--- config.mk ---
export PLATFORM = sky130hd
export DESIGN_NAME = rv32_ctrl
export DESIGN_NICKNAME = d
export VERILOG_FILES = /design/src/rtl/core/rv32_pkg.sv /design/src/rtl/core/rv32_ctrl.sv
export SDC_FILE = /design/constraint.sdc
export NUM_CORES = 1
export LEC_CHECK = 0
export BUFFER_PORTS_ARGS = -buffer_cell sky130_fd_sc_hd__buf_2
export CAP_MARGIN = 20
export CORE_AREA = 8 8 45 47
export DETAILED_ROUTE_END_ITERATION = 7
export DIE_AREA = 0 0 53 55
export PLACE_DENSITY_LB_ADDON = 0.1
export SLEW_MARGIN = 20
export SYNTH_ARGS = -nofsm -noshare
export SYNTH_HDL_FRONTEND = slang
export SYNTH_SLANG_ARGS = --single-unit
--- constraint.sdc ---
create_clock -name clock -period 2.8 [get_ports clock]
set_input_delay 0.7 -clock clock [delete_from_list [all_inputs] [get_ports clock]]
set_output_delay 0.7 -clock clock [all_outputs]
set_load 0.05 [all_outputs]
--- src/rtl/core/rv32_pkg.sv ---
// Package of the RV32IM subset execute unit: opcodes, status codes, command
// and status structs shared by the controller and the datapath.
// Depends on nothing.
package rv32_pkg;

   localparam logic [6:0] OP_R   = 7'h33;
   localparam logic [6:0] OP_I   = 7'h13;
   localparam logic [6:0] OP_SYS = 7'h73;
   localparam logic [6:0] OP_BR  = 7'h63;
   localparam logic [6:0] OP_JAL = 7'h6F;
   localparam logic [6:0] OP_ST  = 7'h23;
   localparam logic [6:0] OP_LD  = 7'h03;
   localparam logic [6:0] OP_LUI = 7'h37;
   localparam logic [6:0] F7_ALT = 7'h20;
   localparam logic [6:0] F7_MUL = 7'h01;
   localparam logic [31:0] ECALL_WORD = 32'h0000_0073;

   localparam logic [1:0] ST_OK      = 2'd0;
   localparam logic [1:0] ST_ILLEGAL = 2'd1;
   localparam logic [1:0] ST_ECALL   = 2'd2;

   // Kind of work the decoded item needs.
   typedef enum logic [2:0] {
      K_ALU, K_MUL, K_DIV, K_LOAD, K_STORE, K_NONE
   } kind_type;

   // Commands from the controller to the datapath.
   typedef struct packed {
      logic capture;     // latch the accepted item and read operands
      logic div_start;   // set up the divider
      logic div_step;    // one radix-2 division step
      logic mem_start;   // open a byte-serial memory access
      logic mem_step;    // one byte of a memory access
      logic commit;      // write register file, PC and result register
   } cmd_type;

   // Status from the datapath to the controller.
   typedef struct packed {
      kind_type kind;
      logic     div_done;
      logic     mem_done;
   } stat_type;

endpackage

--- src/rtl/core/rv32_ctrl.sv ---
// Controller of the RV32IM subset execute unit: sequences capture, the
// iterative divider, the byte-serial memory access and commit.
// Depends on rv32_pkg.
module rv32_ctrl import rv32_pkg::*; (
   input  logic     clock,
   input  logic     reset,
   input  logic     in_valid,
   output logic     in_ready,
   output logic     out_valid,
   input  logic     out_ready,
   input  stat_type stat,
   output cmd_type  cmd
);

   typedef enum logic [2:0] {
      S_IDLE, S_DECODE, S_DIV, S_MEM, S_COMMIT
   } state_type;

   state_type state_ff, state_in;
   logic      valid_ff, valid_in;
   logic      slot_free;

   // The result register frees as soon as the consumer takes it.
   assign slot_free = !valid_ff || out_ready;
   assign in_ready  = (state_ff == S_IDLE);
   assign out_valid = valid_ff;

   // Next state and commands.
   always_comb begin
      state_in = state_ff;
      valid_in = valid_ff && !out_ready;
      cmd      = '0;
      case (state_ff)
         S_IDLE: begin
            if (in_valid) begin
               cmd.capture = 1'b1;
               state_in    = S_DECODE;
            end
         end
         S_DECODE: begin
            case (stat.kind)
               K_DIV: begin
                  cmd.div_start = 1'b1;
                  state_in      = S_DIV;
               end
               K_LOAD, K_STORE: begin
                  cmd.mem_start = 1'b1;
                  state_in      = S_MEM;
               end
               default: state_in = S_COMMIT;
            endcase
         end
         S_DIV: begin
            cmd.div_step = 1'b1;
            if (stat.div_done) state_in = S_COMMIT;
         end
         S_MEM: begin
            cmd.mem_step = 1'b1;
            if (stat.mem_done) state_in = S_COMMIT;
         end
         S_COMMIT: begin
            if (slot_free) begin
               cmd.commit = 1'b1;
               valid_in   = 1'b1;
               state_in   = S_IDLE;
            end
         end
         default: state_in = S_IDLE;
      endcase
   end

   // State and the result valid flag.
   always_ff @(posedge clock) begin
      if (reset) begin
         state_ff <= S_IDLE;
         valid_ff <= 1'b0;
      end else begin
         state_ff <= state_in;
         valid_ff <= valid_in;
      end
   end

endmodule

Yosys cells after proc, flatten, opt, wreduce, memory -nomap -nowiden
Cells that the tools add are included.
{"block": "totals", "output_inout_bits": 8, "wordCells": 38, "ff_bits": 4, "in_bits": 9}
{"block": "classes", "eq_ne": 11, "muxes": 18, "reduce_logical": 7}
{"cell": "case mux 3 bit (5 select lines)", "n": 1}
{"cell": "== test 3 x 2 -> 1 bit, second input constant", "n": 4}
{"cell": "two-way mux 1 bit", "n": 12}
{"cell": "two-way mux 3 bit", "n": 4}
{"cell": "inequality test 2 bit, second input constant", "n": 4}
{"cell": "== test 3 bit, second input constant", "n": 2}
{"cell": "case mux 3 bit (2 select lines)", "n": 1}
{"cell": "AND reduction 4 bit", "n": 1}
{"cell": "== test 3 x 1 -> 1 bit, second input constant", "n": 1}
{"cell": "logical NOT 3 bit", "n": 1}
{"cell": "logical NOT 1 bit", "n": 2}
{"cell": "OR reduction 2 bit", "n": 1}
{"cell": "logical AND 1 bit", "n": 1}
{"cell": "logical OR 1 bit", "n": 1}

Depth between registers and ports, before layout
{"block": "depth", "word_depth": 4, "ltp_mapped": 5, "depth_no_buf": 4}

Worst setup path before layout
Ideal clock, no wire load.
{"block": "synth_timing", "path_type": "register to output", "from": "reg state_ff[2]", "to": "out cmd[4] in the netlist's numbering", "required_time_ps": 2100, "stages_incl_launch_ff": 4, "setup_slack_ps": 157, "arrival_time_ps": 1943, "n_path_buf": 1, "cell_sequence": "dfxtp_1 buf_6 or3b_4 nor3_1"}
{"element": "start: declaration", "line": "rv32_ctrl.sv:19", "text": "state_type state_ff, state_in;"}
{"element": "start signal: assignment", "line": "rv32_ctrl.sv:78", "text": "state_ff <= state_in;"}
{"element": "end: declaration", "line": "rv32_ctrl.sv:12", "text": "output cmd_type cmd"}

==> flow_results.org <==
** Setup path
- At the worst endpoint, the required time is around 2.1 ns.
- Category of the critical setup timing path :: in -> out
- CP peak stage delay :: 0.52 ns
- Counting both buffers and inverters, the worst setup path holds a total of 2.
- Critical path launch point type :: input pin
- The slowest stage of the critical path belongs to the cell or3b_2.
- Most numerous cell on the critical path :: buf_2
- The signal on the critical path passes through buf_2 > or3b_2 > a21oi_4 > buf_2.
- Critical path endpoint category :: output pin
- Cell family contributing the most delay on the critical path :: simple AND/OR/NAND/NOR gates
- In this run the worst path has a maximum fanout of 3.
- Arrival time of the worst setup path :: between 1.5 and 2 ns

** Flow run
- Max-cap violations in this run came to 0.

** Synth
- Post-synthesis net count :: 47
- Async set or reset register ratio after synthesis :: 0%
- Count of unique library cells instantiated by Yosys :: 28
- Sorting the synthesized cells by how often they occur yields 4 x dfxtp_1, 3 x a21oi_1.
- Biggest area contributors in the synthesized netlist :: dfxtp_1 23%, a21oi_2 5.1%, a21oi_4 4.7%, nor3_4 4.7%, a21oi_1 4.3%
- Warnings, synthesis :: 0
- Combined area of all synthesized cells :: 345 sq um
- Portion of the post-synthesis area used by sequential elements :: 23.2%
- Leading register cell type out of synthesis :: dfxtp_1
- Number of enable flip-flop cells after synthesis :: 0
- Dominant cell type by area after synthesis :: dfxtp_1
- Number of cells produced by synthesis :: 38
- dfxtp_1 is the most common cell in the netlist.
- After synthesis the netlist holds a flip-flop and latch count of 4.
- Post-Syn Area per Cell :: 9.09 sq um
- The share of synthesized area in the top cell type comes to 23.2%.

** STA
- Final Critical Period :: 2.46 ns
- Relative slew margins :: 73.6%
- Setup violations remaining at the end of the flow were counted as 0.
- The final critical path takes up a little under 90% of the cycle.
- Setup repair after global routing left no endpoint under its margin.
- Final-report max-slew violation count :: 0
- Derived from the worst setup path, the maximum achievable clock frequency is 407 MHz.
- The final hold violation count is 0.
- Clock skew on the completed layout was measured at 0.00162 ns.
- Sum of negative setup slack :: 0 ns
- Across all setup checks in the final design, the least slack found is 0.342 ns.
- For the pin with the worst max-slew slack, the measured transition is 0.396 ns.

** Layout
- Filler-free cell count of the finished design :: 71
- Net count, final :: 66
- The number of antenna diodes in the final layout is 0.
- The post-route netlist has 50.9% of its cells at a drive strength greater than 1.
- For this run, the share of the core covered by cells in the final layout is 32.5%.
- Relative to the synthesized area, the layout overhead comes to 30.1%.

** GRT
- Via count of the first global-routing pass :: 381
- Global routing used 6.78% of the available tracks.
- Pin count of the biggest net entering global routing :: 12
- The first global-routing pass estimated roughly 1.5 mm of wire.
- The number of antenna violations at the first check in global routing came to 0.
- Global routing finished with a remaining overflow of 0.

** Clock tree
- For this design, the CTS-stage hold fixing added 0 buffers.
- Number of H-tree branching levels :: 1
- Buffers inserted during clock tree synthesis total 3.
- TritonCTS built the clock tree.
- Root Buffer Master :: clkbuf_4
- The later pin in the worst-skew pair is clocked with a latency of 0.23 ns.
- Number of buffers inserted by post-CTS setup repair :: 0
- After clock tree synthesis, the clock-pin slew on the worst setup and hold paths is 0.03 ns.
- Gates resized during post-CTS repair numbered 0.
- Clock tree buffer depth :: 2
- The clock drives 4 sinks.

** Power and ir drop
- Power density over cell area :: ~540 nW/um^2
- Gate power share :: a little over two fifths
- Per report_power, the sequential group accounts for 30.2% of the total.
- Cell internal power was estimated by the tool at 0.146 mW.
- Highest ir drop seen on vdd :: about 0.00013 V
- In this run the power spent charging and discharging nets is 0.0978 mW.
- In this run the static leakage power is 0.192 nW.
- Of the total power, the share spent switching nets is ~40%.
- Power share of the clock group :: ~28%

** Die
- Floorplan core area :: approximately 1400 sq um
- Cell row count :: 14
- Die Outline Area :: 2920 sq um
- From bottom edge to top edge, the die measures 55 microns.
- I/O pins :: 17
- Horizontal die dimension :: 53 microns
- Initial cell density of the core :: about 25%

** Placement
- Buffers placed on the I/O ports in this run total 16.
- Worst slack, placed :: 0.331 ns
- The number of placed instances, taps included, is 68.
- Routability-driven placement finished with a final weighted congestion of 0.657.

** Drt
- DRC viols :: 0
- Average wire length per cell after detail routing :: 12.5 microns
- Vias :: 333
- Number of search-and-repair iterations in the first detailed-routing pass :: 1
- Total Routed Length :: 885 microns
- After detailed routing, the number of vias per cell comes to 4.69.
- In this run the remaining antenna-violating nets after routing total 0.
- The first routing iteration left 0 violations.

** Status
- The flow ran to the end, and the final reports show no timing, DRC or antenna violations.

** Min path
- The tightest min-delay check is of the reg -> reg type.
routing by layer:
metal	vias to the layer above	track usage [%]	wire, microns
met1	146	7.31	402
met2	10	11.3	422
li1	177	-	-
met5	-	0	0
met3	0	1.60	59
met4	0	5.17	0
flip-flops by register name, indices dropped and copies added, names as in the netlist:
register,flops
state_ff,3
out_valid,1
per-stage QoR:
stage	hold WS [ns]	cell area, sq um	total power, mW
after floorplan	0.572	345	0.159
after global placement	0.507	427	0.179
after detailed placement	0.501	427	0.179
after CTS	0.508	449	0.250
after global routing	0.539	449	0.262
final	0.505	449	0.244
placed cells by master (no fill, tap or decap), types with 2 or more instances in the layout:
cell type  instances
a21oi_1            3
dfxtp_1            4
buf_2             16
nand2_1            2
a21oi_2            2
nand2b_1           2
nand3b_1           2
clkbuf_4           3
area by class of cell:
cell class | instances | area, sq um
clock buffer | 3 | 22.5
multi-input combinational | 30 | 235
fill | 160 | 935
timing repair buffer | 17 | 87.6
tap | 16 | 20.0
inverter | 1 | 3.75
sequential | 4 | 80.1
kinds of logic (layout without fill, tap and decap cells):
logic type             count (synthesis)  after routing  share of synthesized area [%]
AOI/OAI and AO/OA                     10             10                           23.9
buffers and inverters                  4             21                           8.69
DFF                                    4              4                           23.2
and+or+nand+nor                       20             20                           44.2
path summary, 6_finish.rpt:
kind	end	start	cells after the start	slack, ns
max	cmd[2]	stat[3]	4	0.34
min	out_valid	out_valid	2	0.50
max reg2reg	state_ff[2]	state_ff[1]	4	1.24
min reg2reg	out_valid	out_valid	2	0.50
worst register-to-register path: cells and delay by family (launching register included):
family | cells | cell delay (ns)
AO/OA/AOI/OAI | 2 | 0.23
flip-flops | 1 | 0.55
AND/OR/NAND/NOR | 2 | 0.72
power groups by stage:
stage                     registers [mW]  clock network, mW  logic [mW]
final                             0.0738             0.0677       0.103
after CTS                         0.0741             0.0720       0.104
after global placement            0.0749                  0       0.104
after global routing              0.0752             0.0741       0.113
after floorplan                   0.0680                  0      0.0911
after detailed placement          0.0750                  0       0.104
No activity file was read; power rests on OpenSTA's default activity.
